**config.mk**
```make
export PLATFORM = sky130hd
export DESIGN_NAME = cellular_radio_power_state_estimator
export DESIGN_NICKNAME = d
export VERILOG_FILES = /design/src/hw/rtl/crpse_pkg.sv /design/src/hw/rtl/crpse_mul.sv /design/src/hw/rtl/crpse_div.sv /design/src/hw/rtl/cellular_radio_power_state_estimator.sv
export SDC_FILE = /design/constraint.sdc
export NUM_CORES = 2
export LEC_CHECK = 0
export BUFFER_PORTS_ARGS = -buffer_cell sky130_fd_sc_hd__buf_2
export CAP_MARGIN = 10
export CORE_AREA = 5 5 309 311
export CTS_CLUSTER_DIAMETER = 50
export DETAILED_ROUTE_END_ITERATION = 7
export DIE_AREA = 0 0 314 316
export GPL_ROUTABILITY_DRIVEN = 1
export GPL_TIMING_DRIVEN = 0
export PLACE_DENSITY = 0.77
export SLEW_MARGIN = 20
export SYNTH_ARGS = -nofsm -noshare
export SYNTH_HDL_FRONTEND = slang
export SYNTH_SLANG_ARGS = --single-unit
```
**constraint.sdc**
```tcl
create_clock -name clk -period 16.2 [get_ports clk]
set_clock_uncertainty 0.1 [all_clocks]
set_input_delay 4.86 -clock clk [delete_from_list [all_inputs] [get_ports clk]]
set_output_delay 4.86 -clock clk [all_outputs]
set_load 0.01 [all_outputs]
```
**src/hw/rtl/crpse_pkg.sv**
```systemverilog
package crpse_pkg;

  // radio state codes
  localparam logic [1:0] PS_IDLE = 2'd0;
  localparam logic [1:0] PS_FACH = 2'd1;
  localparam logic [1:0] PS_DCH  = 2'd2;

  // configuration register indexes
  typedef enum logic [2:0] {
    CFG_DCH_THR_DOWN = 3'd0,
    CFG_DCH_THR_UP   = 3'd1,
    CFG_DCH_TIMEOUT  = 3'd2,
    CFG_FACH_TIMEOUT = 3'd3,
    CFG_FACH_POWER   = 3'd4,
    CFG_DCH_POWER    = 3'd5,
    CFG_HEADER_BYTES = 3'd6,
    CFG_REMOTE_MODEL = 3'd7
  } cfg_reg_t;

  // serial multiplier: 12-bit power or ms-per-second factor times 32-bit milliseconds or byte count
  localparam int MUL_A_W = 12;
  localparam int MUL_B_W = 32;
  localparam int MUL_P_W = MUL_A_W + MUL_B_W;

  // serial divider: product over bandwidth or 1000
  localparam int DIV_N_W = MUL_P_W;
  localparam int DIV_D_W = 24;

  localparam int MS_PER_S = 1000;

  localparam logic [30:0] ENERGY_MAX = '1;

endpackage

```
**src/hw/rtl/crpse_mul.sv**
```systemverilog
// Shift-add multiplier, one bit of the short operand per cycle, MSB first.
module crpse_mul
  import crpse_pkg::*;
(
  input  logic               clk,
  input  logic               rst,
  input  logic               start,
  input  logic [MUL_A_W-1:0] op_a,
  input  logic [MUL_B_W-1:0] op_b,
  output logic               done,
  output logic [MUL_P_W-1:0] product
);

  localparam int CNT_W = $clog2(MUL_A_W);

  logic               busy;
  logic [CNT_W-1:0]   cnt;
  logic [MUL_A_W-1:0] a_sh;
  logic [MUL_B_W-1:0] b_r;

  always_ff @(posedge clk) begin
    if (rst) begin
      busy <= 1'b0;
      done <= 1'b0;
      cnt  <= '0;
    end else begin
      done <= 1'b0;
      if (start) begin
        busy    <= 1'b1;
        cnt     <= '0;
        a_sh    <= op_a;
        b_r     <= op_b;
        product <= '0;
      end else if (busy) begin
        product <= {product[MUL_P_W-2:0], 1'b0}
                   + (a_sh[MUL_A_W-1] ? MUL_P_W'(b_r) : '0);
        a_sh    <= {a_sh[MUL_A_W-2:0], 1'b0};
        cnt     <= cnt + 1'b1;
        if (cnt == CNT_W'(MUL_A_W - 1)) begin
          busy <= 1'b0;
          done <= 1'b1;
        end
      end
    end
  end

endmodule

```
**src/hw/rtl/crpse_div.sv**
```systemverilog
// Restoring divider, one quotient bit per cycle.
module crpse_div
  import crpse_pkg::*;
(
  input  logic               clk,
  input  logic               rst,
  input  logic               start,
  input  logic [DIV_N_W-1:0] dividend,
  input  logic [DIV_D_W-1:0] divisor,
  output logic               done,
  output logic [DIV_N_W-1:0] quotient
);

  localparam int CNT_W = $clog2(DIV_N_W);

  logic               busy;
  logic [CNT_W-1:0]   cnt;
  logic [DIV_D_W-1:0] rem;
  logic [DIV_D_W-1:0] den;
  logic [DIV_D_W:0]   trial_in;
  logic [DIV_D_W:0]   trial;

  always_comb begin
    trial_in = {rem, quotient[DIV_N_W-1]};
    trial    = trial_in - {1'b0, den};
  end

  always_ff @(posedge clk) begin
    if (rst) begin
      busy <= 1'b0;
      done <= 1'b0;
      cnt  <= '0;
    end else begin
      done <= 1'b0;
      if (start) begin
        busy     <= 1'b1;
        cnt      <= '0;
        rem      <= '0;
        den      <= divisor;
        quotient <= dividend;
      end else if (busy) begin
        // trial borrow set means the partial remainder stays
        if (trial[DIV_D_W]) begin
          rem <= trial_in[DIV_D_W-1:0];
        end else begin
          rem <= trial[DIV_D_W-1:0];
        end
        quotient <= {quotient[DIV_N_W-2:0], ~trial[DIV_D_W]};
        cnt      <= cnt + 1'b1;
        if (cnt == CNT_W'(DIV_N_W - 1)) begin
          busy <= 1'b0;
          done <= 1'b1;
        end
      end
    end
  end

endmodule

```
**src/hw/rtl/cellular_radio_power_state_estimator.sv**
```systemverilog
// Counter sample and zero-bandwidth estimate: registered on accept, then S_SAMPLE or
//   S_EST, and the result is registered in S_DONE.
// Energy estimate: four or six passes through the bit-serial units, with one energy
//   part or two (multiplier then divider for the duration and for each part).
// One item at a time; the next item is taken the cycle after its result is registered,
//   even while that result waits.
// Synchronous reset clears radio state, counters and timers, and loads register defaults.
module cellular_radio_power_state_estimator
  import crpse_pkg::*;
(
  input  logic        clk,
  input  logic        rst,
  input  logic        req_valid,
  output logic        req_stall,
  input  logic        req_type,
  input  logic [31:0] now_ms,
  input  logic [31:0] rx_total,
  input  logic [31:0] tx_total,
  input  logic [23:0] payload_len,
  input  logic [23:0] link_bandwidth,
  output logic        res_valid,
  input  logic        res_stall,
  output logic [1:0]  radio_state,
  output logic [1:0]  predicted_state,
  output logic [30:0] energy_mj,
  output logic        bad_bandwidth,
  input  logic        cfg_valid,
  output logic        cfg_ready,
  input  logic [2:0]  cfg_index,
  input  logic [15:0] cfg_data
);

  typedef enum logic [3:0] {
    S_WAIT, S_SAMPLE, S_EST, S_NUM, S_DUR, S_P1, S_P1M, S_P1D,
    S_P2, S_P2M, S_P2D, S_SUM, S_DONE
  } fsm_t;

  fsm_t state;

  // configuration
  logic [15:0] dch_thr_down, dch_thr_up, dch_timeout, fach_timeout;
  logic [11:0] fach_power, dch_power;
  logic [7:0]  header_bytes;
  logic        remote_model;

  // radio model state
  logic [1:0]  power_state;
  logic        have_prior;
  logic [31:0] prev_rx, prev_tx, rx_delta, tx_delta, last_activity;

  // item registers
  logic        type_r;
  logic [31:0] now_r, rx_r, tx_r;
  logic [23:0] payload_r, bw_r;
  logic [1:0]  pred_r;
  logic [15:0] since_r;
  logic [30:0] dur_r;
  logic [34:0] p1_r, p2_r;
  logic [1:0]  res_pred;
  logic [30:0] res_energy;
  logic        res_bad;

  // serial units
  logic               mul_start, mul_done;
  logic [MUL_A_W-1:0] mul_a;
  logic [MUL_B_W-1:0] mul_b;
  logic [MUL_P_W-1:0] mul_prod;
  logic               div_start, div_done;
  logic [DIV_N_W-1:0] div_num, div_quot;
  logic [DIV_D_W-1:0] div_den;

  crpse_mul u_mul (
    .clk     (clk),
    .rst     (rst),
    .start   (mul_start),
    .op_a    (mul_a),
    .op_b    (mul_b),
    .done    (mul_done),
    .product (mul_prod)
  );

  crpse_div u_div (
    .clk      (clk),
    .rst      (rst),
    .start    (div_start),
    .dividend (div_num),
    .divisor  (div_den),
    .done     (div_done),
    .quotient (div_quot)
  );

  assign cfg_ready = 1'b1;
  assign req_stall = (state != S_WAIT);

  // combinational helpers
  logic        rx_grow, tx_grow;
  logic [31:0] dr, dt, idle_ms, since_raw;
  logic [24:0] len_c;
  logic [15:0] data_thr, ack_thr, since_to;
  logic        pred_dch, two_parts;
  logic [11:0] p1_mw, p2_mw;
  logic [31:0] p1_ms, p2_ms;
  logic [35:0] sum_c;

  always_comb begin
    rx_grow  = rx_r > prev_rx;
    tx_grow  = tx_r > prev_tx;
    dr       = rx_grow ? rx_r - prev_rx : '0;
    dt       = tx_grow ? tx_r - prev_tx : '0;
    idle_ms  = now_r - last_activity;

    len_c    = 25'(payload_r) + 25'(header_bytes);
    data_thr = remote_model ? dch_thr_down : dch_thr_up;
    ack_thr  = remote_model ? dch_thr_up : dch_thr_down;
    pred_dch = (power_state == PS_DCH)
               || (33'(rx_delta) + 33'(len_c) >= 33'(data_thr))
               || (33'(tx_delta) + 33'(header_bytes) >= 33'(ack_thr));
    since_raw = now_r - last_activity;
    since_to  = (power_state == PS_FACH) ? fach_timeout : dch_timeout;

    two_parts = (pred_r == PS_DCH) && (power_state != PS_DCH);
    p2_mw     = fach_power;
    p2_ms     = 32'(since_r);
    if (power_state == PS_IDLE && pred_r == PS_DCH) begin
      p1_mw = fach_power;
      p1_ms = 32'(fach_timeout);
      p2_mw = dch_power;
      p2_ms = {1'b0, dur_r} + 32'(dch_timeout);
    end else if (power_state == PS_IDLE) begin
      p1_mw = fach_power;
      p1_ms = {1'b0, dur_r} + 32'(fach_timeout);
    end else if (power_state == PS_FACH && pred_r == PS_DCH) begin
      p1_mw = dch_power;
      p1_ms = {1'b0, dur_r} + 32'(dch_timeout);
    end else if (power_state == PS_FACH) begin
      p1_mw = fach_power;
      p1_ms = {1'b0, dur_r} + 32'(since_r);
    end else begin
      p1_mw = dch_power;
      p1_ms = {1'b0, dur_r} + 32'(since_r);
    end

    sum_c = 36'(p1_r) + 36'(p2_r);
  end

  always_ff @(posedge clk) begin
    if (rst) begin
      state         <= S_WAIT;
      res_valid     <= 1'b0;
      mul_start     <= 1'b0;
      div_start     <= 1'b0;
      dch_thr_down  <= 16'd119;
      dch_thr_up    <= 16'd151;
      dch_timeout   <= 16'd4000;
      fach_timeout  <= 16'd6000;
      fach_power    <= 12'd401;
      dch_power     <= 12'd570;
      header_bytes  <= 8'd52;
      remote_model  <= 1'b1;
      power_state   <= PS_IDLE;
      have_prior    <= 1'b0;
      prev_rx       <= '0;
      prev_tx       <= '0;
      rx_delta      <= '0;
      tx_delta      <= '0;
      last_activity <= '0;
    end else begin
      mul_start <= 1'b0;
      div_start <= 1'b0;
      if (res_valid && !res_stall) begin
        res_valid <= 1'b0;
      end

      if (cfg_valid && cfg_ready) begin
        case (cfg_reg_t'(cfg_index))
          CFG_DCH_THR_DOWN: dch_thr_down <= cfg_data;
          CFG_DCH_THR_UP:   dch_thr_up   <= cfg_data;
          CFG_DCH_TIMEOUT:  dch_timeout  <= cfg_data;
          CFG_FACH_TIMEOUT: fach_timeout <= cfg_data;
          CFG_FACH_POWER:   fach_power   <= cfg_data[11:0];
          CFG_DCH_POWER:    dch_power    <= cfg_data[11:0];
          CFG_HEADER_BYTES: header_bytes <= cfg_data[7:0];
          CFG_REMOTE_MODEL: remote_model <= cfg_data[0];
          default: ;
        endcase
      end

      case (state)
        S_WAIT: begin
          if (req_valid) begin
            type_r    <= req_type;
            now_r     <= now_ms;
            rx_r      <= rx_total;
            tx_r      <= tx_total;
            payload_r <= payload_len;
            bw_r      <= link_bandwidth;
            state     <= req_type ? S_EST : S_SAMPLE;
          end
        end

        S_SAMPLE: begin
          res_pred   <= PS_IDLE;
          res_energy <= '0;
          res_bad    <= 1'b0;
          if (!have_prior) begin
            // first sample only primes the counters
            have_prior <= 1'b1;
            rx_delta   <= '0;
            tx_delta   <= '0;
            prev_rx    <= rx_r;
            prev_tx    <= tx_r;
          end else if (rx_grow || tx_grow) begin
            last_activity <= now_r;
            if (dr >= 32'(dch_thr_down) || dt >= 32'(dch_thr_up)) begin
              power_state <= PS_DCH;
            end else if (power_state == PS_IDLE) begin
              power_state <= PS_FACH;
            end
            rx_delta <= dr;
            tx_delta <= dt;
            prev_rx  <= rx_r;
            prev_tx  <= tx_r;
          end else if (power_state == PS_DCH) begin
            if (idle_ms >= 32'(dch_timeout)) begin
              power_state   <= PS_FACH;
              last_activity <= now_r;
            end
          end else if (power_state == PS_FACH) begin
            if (idle_ms >= 32'(fach_timeout)) begin
              power_state <= PS_IDLE;
            end
          end
          state <= S_DONE;
        end

        S_EST: begin
          pred_r   <= pred_dch ? PS_DCH : PS_FACH;
          res_pred <= pred_dch ? PS_DCH : PS_FACH;
          since_r  <= (since_raw > 32'(since_to)) ? since_to : since_raw[15:0];
          if (bw_r == '0) begin
            res_bad    <= 1'b1;
            res_energy <= ENERGY_MAX;
            state      <= S_DONE;
          end else begin
            res_bad   <= 1'b0;
            mul_a     <= MUL_A_W'(MS_PER_S);
            mul_b     <= MUL_B_W'(len_c);
            mul_start <= 1'b1;
            state     <= S_NUM;
          end
        end

        S_NUM: begin
          if (mul_done) begin
            div_num   <= mul_prod;
            div_den   <= bw_r;
            div_start <= 1'b1;
            state     <= S_DUR;
          end
        end

        S_DUR: begin
          if (div_done) begin
            dur_r <= (|div_quot[DIV_N_W-1:31]) ? ENERGY_MAX : div_quot[30:0];
            state <= S_P1;
          end
        end

        S_P1: begin
          mul_a     <= p1_mw;
          mul_b     <= p1_ms;
          mul_start <= 1'b1;
          state     <= S_P1M;
        end

        S_P1M: begin
          if (mul_done) begin
            div_num   <= mul_prod;
            div_den   <= DIV_D_W'(MS_PER_S);
            div_start <= 1'b1;
            state     <= S_P1D;
          end
        end

        S_P1D: begin
          if (div_done) begin
            p1_r <= div_quot[34:0];
            p2_r <= '0;
            state <= two_parts ? S_P2 : S_SUM;
          end
        end

        S_P2: begin
          mul_a     <= p2_mw;
          mul_b     <= p2_ms;
          mul_start <= 1'b1;
          state     <= S_P2M;
        end

        S_P2M: begin
          if (mul_done) begin
            div_num   <= mul_prod;
            div_den   <= DIV_D_W'(MS_PER_S);
            div_start <= 1'b1;
            state     <= S_P2D;
          end
        end

        S_P2D: begin
          if (div_done) begin
            p2_r  <= div_quot[34:0];
            state <= S_SUM;
          end
        end

        S_SUM: begin
          res_energy <= (sum_c > 36'(ENERGY_MAX)) ? ENERGY_MAX : sum_c[30:0];
          state      <= S_DONE;
        end

        S_DONE: begin
          // hold until the output register is free
          if (!res_valid || !res_stall) begin
            res_valid       <= 1'b1;
            radio_state     <= power_state;
            predicted_state <= type_r ? res_pred : PS_IDLE;
            energy_mj       <= res_energy;
            bad_bandwidth   <= res_bad;
            state           <= S_WAIT;
          end
        end

        default: state <= S_WAIT;
      endcase
    end
  end

endmodule

```
==> qor.csv <==
stage,metric,value,unit
clock_tree,number of gates resized after cts,0,
worst_setup_path,Setup crit start kind,flip-flop,
routing,Initial DRC Count,3702,
global_route,initial antenna violation count,18,
power_and_ir_drop,power per cell area,131,nW/um^2
synthesis,combinational family with the most area after synthesis,compound AO/OA/AOI/OAI gates,
synthesis,fraction of post-synthesis cell area in the top cell type by area,36.0,%
worst_setup_path,CP Buf/Inv Count,2,
worst_setup_path,crit-path max cell delay,0.71,ns
synthesis,cell types occupying the most area after synthesis,"sky130_fd_sc_hd__edfxtp_1 (36%), sky130_fd_sc_hd__dfxtp_1 (11%), sky130_fd_sc_hd__ha_1 (9.4%)",
global_route,global router's overall resource usage,27.6,%
clock_tree,CTS Hold Buffers Added,0,
global_route,largest net degree at the start of global routing,29,
worst_setup_path,path depth of the worst reg2reg path,32,
die,Die Outline Area,99200,um^2
synthesis,share of cell area taken by muxes after synthesis,3.83,%
clock_tree,clock buffers created by TritonCTS,103,
worst_setup_path,worst reg2reg endpoint,res_pred[0]$_SDFFCE_PN0P_,
power_and_ir_drop,"IR drop worst, VDD",0.105,mV
sta,top achievable clock speed,118,MHz
worst_setup_path,data arrival time at the worst-slack endpoint,8.89,ns
synthesis,total of warnings raised by yosys,0,
synthesis,Post-synth ARST share,0,%
synthesis,nets in the synthesized netlist,5792,
synthesis,number of flip-flops and latches in the synthesized netlist,907,
clock_tree,CTS tree,done,
routing,DR WL met3,11800,um
synthesis,count of flip-flops with a built-in enable after synthesis,626,
worst_hold_path,Hold Crit Start,mul_b[5]$_DFFE_PP_,
sta,ratio of final minimum period to clock period,52.2,%
die,count of standard-cell rows,112,
place,global placer's final weighted congestion,0.997,
power_and_ir_drop,static leakage power,22.5,nW
clock_tree,clock root buffer,sky130_fd_sc_hd__clkbuf_16,
sta,RSZ-0062 raised after global routing,no,
clock_tree,Post-CTS Setup Inserts,0,
global_route,global-route wire length before repair,218000,um
finish,proportion of layout cells with a drive suffix above 1,10.5,%
place,total half-perimeter wirelength after legalization and detailed placement,108000,um
flow_run,Max-cap violations,0,
power_and_ir_drop,power spent charging and discharging nets,0.00267,W
die,count of pins on the block boundary,208,
finish,area added between synthesis and finish,12.6,%
power_and_ir_drop,part of the total power dissipated in combinational logic,31.7,%
synthesis,Unique masters post-synth,106,
finish,Filler Cell Count,7471,
sta,final worst setup slack,7.75,ns
die,placeable core region,92500,um^2
sta,final hold vios,0,
power_and_ir_drop,sequential fraction of design power,38.3,%
synthesis,adder and majority cell fraction of the synthesized area,9.84,%
worst_setup_path,slowest cell on the critical path,sky130_fd_sc_hd__o41ai_1,
routing,DRC,0,
place,worst slack after detailed placement,7.95,ns
routing,antenna violation net count after detailed routing,0,
routing,post-DR wirelength/cell,20.4,um
sta,final setup violating endpoints,0,
synthesis,share of the synthesized area in compound gates (AO/OA/AOI/OAI),16.0,%
power_and_ir_drop,Internal Power,0.00502,W
clock_tree,number of sinks handled by clock tree synthesis,907,
worst_setup_path,family of cells with the greatest summed delay on the critical path,compound AO/OA/AOI/OAI gates,
clock_tree,clock input transition at the sequential cells of the worst setup and hold paths,0.06,ns
worst_setup_path,register-to-register setup slack,7.75,ns
global_route,total overflow reported by the global router,0,
finish,highest-count cells in the layout ignoring fill and taps,"sky130_fd_sc_hd__edfxtp_1 (626), sky130_fd_sc_hd__nand2_1 (525), sky130_fd_sc_hd__a21oi_1 (468), sky130_fd_sc_hd__nor2_1 (420), sky130_fd_sc_hd__ha_1 (391)",
die,initial standard-cell utilization of the core,56.4,%
die,die boundary width,314,um
synthesis,netlist area before placement,52200,um^2
worst_hold_path,classification of the worst-slack hold path,flip-flop to flip-flop,
synthesis,xor-xnor portion of the synthesized cell area,4.43,%
synthesis,flip-flop cell with the highest count after synthesis,sky130_fd_sc_hd__edfxtp_1,
routing,via count of the routed design,41300,
power_and_ir_drop,share of power burned in the clock network,30.0,%
routing,Detailed Route WL,140000,um
worst_setup_path,largest fanout on the critical path,5,
synthesis,mean cell area of the mapped netlist,9.99,um^2
worst_setup_path,crit end category,flip-flop,
synthesis,cells after synthesis,5220,
sta,slew at the pin closest to its max-slew limit,1.16,ns
sta,worst slew margin relative to its limit,22.9,%
clock_tree,Clock Latency Late Sink,0.70,ns
global_route,via count of the first global-routing pass,39800,
routing,post-DR vias/cell,6.01,
sta,final-layout setup total negative slack,0,ns
worst_hold_path,destination of the worst hold path,u_mul.b_r[5]$_DFFE_PP_,
worst_setup_path,required time worst endpoint,16.64,ns
worst_hold_path,Hold Path Stages,0,
synthesis,"area leader, netlist",sky130_fd_sc_hd__edfxtp_1,
synthesis,post-synthesis sequential area ratio,46.8,%
routing,Highest Signal Layer,met5,
place,input/output buffers,204,
clock_tree,number of H-tree branching levels,3,
finish,nets,6147,
synthesis,simple-gate area share of the yosys netlist,15.3,%
sta,total count of max-transition violations in the final report,0,
routing,routed length on met2,64600,um
routing,post-route met1 wirelength,58200,um
power_and_ir_drop,proportion of total power due to net switching,34.8,%
finish,"leading cell type in the layout, fill and taps excluded",sky130_fd_sc_hd__edfxtp_1,
clock_tree,Max Buffers Root-to-Sink,3,
sta,minimum clock period,8.45,ns
sta,final hold slack,0.312,ns
worst_setup_path,R2R Path Start,payload_r[0]$_DFFE_PP_,
die,chip height,316,um
run_status,status,"complete, no violations",
routing,first-pass iteration count of the detailed router,6,
worst_setup_path,Critical Setup Path Class,flip-flop to flip-flop,
==> layout make-up <==
type	instances	area [um^2]	area share, %
antenna	12	30.0	0.0511
tap	1197	1500	2.55
buffer	202	823	1.40
multi-input combinational	3805	25900	44.1
clock buffer	126	2740	4.66
clock inverter	68	656	1.12
inverter	306	1150	1.96
sequential	907	24400	41.6
timing repair buffer	250	1530	2.61
==> layer usage <==
layer	track usage, %	up-vias
met5	0	-
met4	9.86	12
met3	5.94	305
met2	45.7	1522
met1	36.2	19600
li1	-	19800
==> synthesized netlist by cell type, types with 78 or more instances <==
master	instances
sky130_fd_sc_hd__a21o_1	126
sky130_fd_sc_hd__a21oi_1	468
sky130_fd_sc_hd__and2_1	80
sky130_fd_sc_hd__and3_1	91
sky130_fd_sc_hd__clkbuf_1	165
sky130_fd_sc_hd__dfxtp_1	281
sky130_fd_sc_hd__edfxtp_1	626
sky130_fd_sc_hd__ha_1	391
sky130_fd_sc_hd__inv_1	305
sky130_fd_sc_hd__mux2i_1	130
sky130_fd_sc_hd__nand2_1	525
sky130_fd_sc_hd__nand3_1	78
sky130_fd_sc_hd__nor2_1	425
sky130_fd_sc_hd__nor3_1	80
sky130_fd_sc_hd__o21ai_0	194
sky130_fd_sc_hd__xnor2_1	167
sky130_fd_sc_hd__xor2_1	97
==> how the worst max path moves through the flow <==
stage          depth (start not counted)                    from                         to
2_1_floorplan                          3                     rst          bw_r[0]$_DFFE_PP_
3_3_place_gp                           4                     rst         now_r[6]$_DFFE_PP_
3_5_place_dp                          11                     rst         now_r[6]$_DFFE_PP_
4_1_cts                               32  payload_r[0]$_DFFE_PP_  res_pred[0]$_SDFFCE_PN0P_
5_1_grt                               31  payload_r[0]$_DFFE_PP_  res_pred[1]$_SDFFCE_PN0P_
6_report                              32  payload_r[0]$_DFFE_PP_  res_pred[0]$_SDFFCE_PN0P_
==> power groups by stage <==
stage,registers (W),logic [W],clock network (W)
global route,0.00297,0.00268,0.00244
detailed placement,0.00299,0.00238,0
CTS,0.00295,0.00240,0.00234
finish,0.00295,0.00243,0.00231
floorplan,0.00296,0.00169,0
global placement,0.00303,0.00228,0
==> stage by stage <==
step | utilization [%] | std cells | area [um^2] | power, W
finish | 63.5 | 6873 | 58700 | 0.00769
floorplan | - | 5220 | 52200 | 0.00465
detailed placement | 59.8 | 6666 | 55300 | 0.00537
CTS | 63.4 | 6860 | 58700 | 0.00769
global placement | 59.1 | 6621 | 54700 | 0.00530
global route | 63.5 | 6864 | 58700 | 0.00809
==> state kept, by name (all words and copies together), names as in the netlist, 24 cells and up <==
| register | cells |
|---|---|
| now_r | 32 |
| div_num | 44 |
| p2_r | 35 |
| res_energy | 31 |
| prev_rx | 32 |
| u_div.den | 24 |
| dur_r | 31 |
| tx_delta | 32 |
| payload_r | 24 |
| prev_tx | 32 |
| u_div.quotient | 44 |
| bw_r | 24 |
| tx_r | 32 |
| u_div.rem | 24 |
| p1_r | 35 |
| u_mul.product | 44 |
| rx_r | 32 |
| mul_b | 32 |
| u_mul.b_r | 32 |
| last_activity | 32 |
| div_den | 24 |
| energy_mj | 31 |
| rx_delta | 32 |
==> cell families (layout without fill, tap and decap cells) <==
group / after synthesis / after routing
simple gates: 1654 / 1654
compound gates: 1291 / 1291
flops: 907 / 907
buf+inv: 508 / 952
fa+ha+maj: 403 / 403
xor+xnor: 264 / 264
mux: 192 / 192
other cells: 1 / 13
==> worst reg2reg max path, delay by kind of cell, from the launching register on <==
kind	cells	cell delay [ns]
AOI/OAI and AO/OA	15	3.91
and+or+nand+nor	9	1.88
adders and majority gates	4	1.10
xor gates and xnor gates	2	0.76
DFF	1	0.42
buffers and inverters	2	0.13
Power figures use the tool's default switching activity.
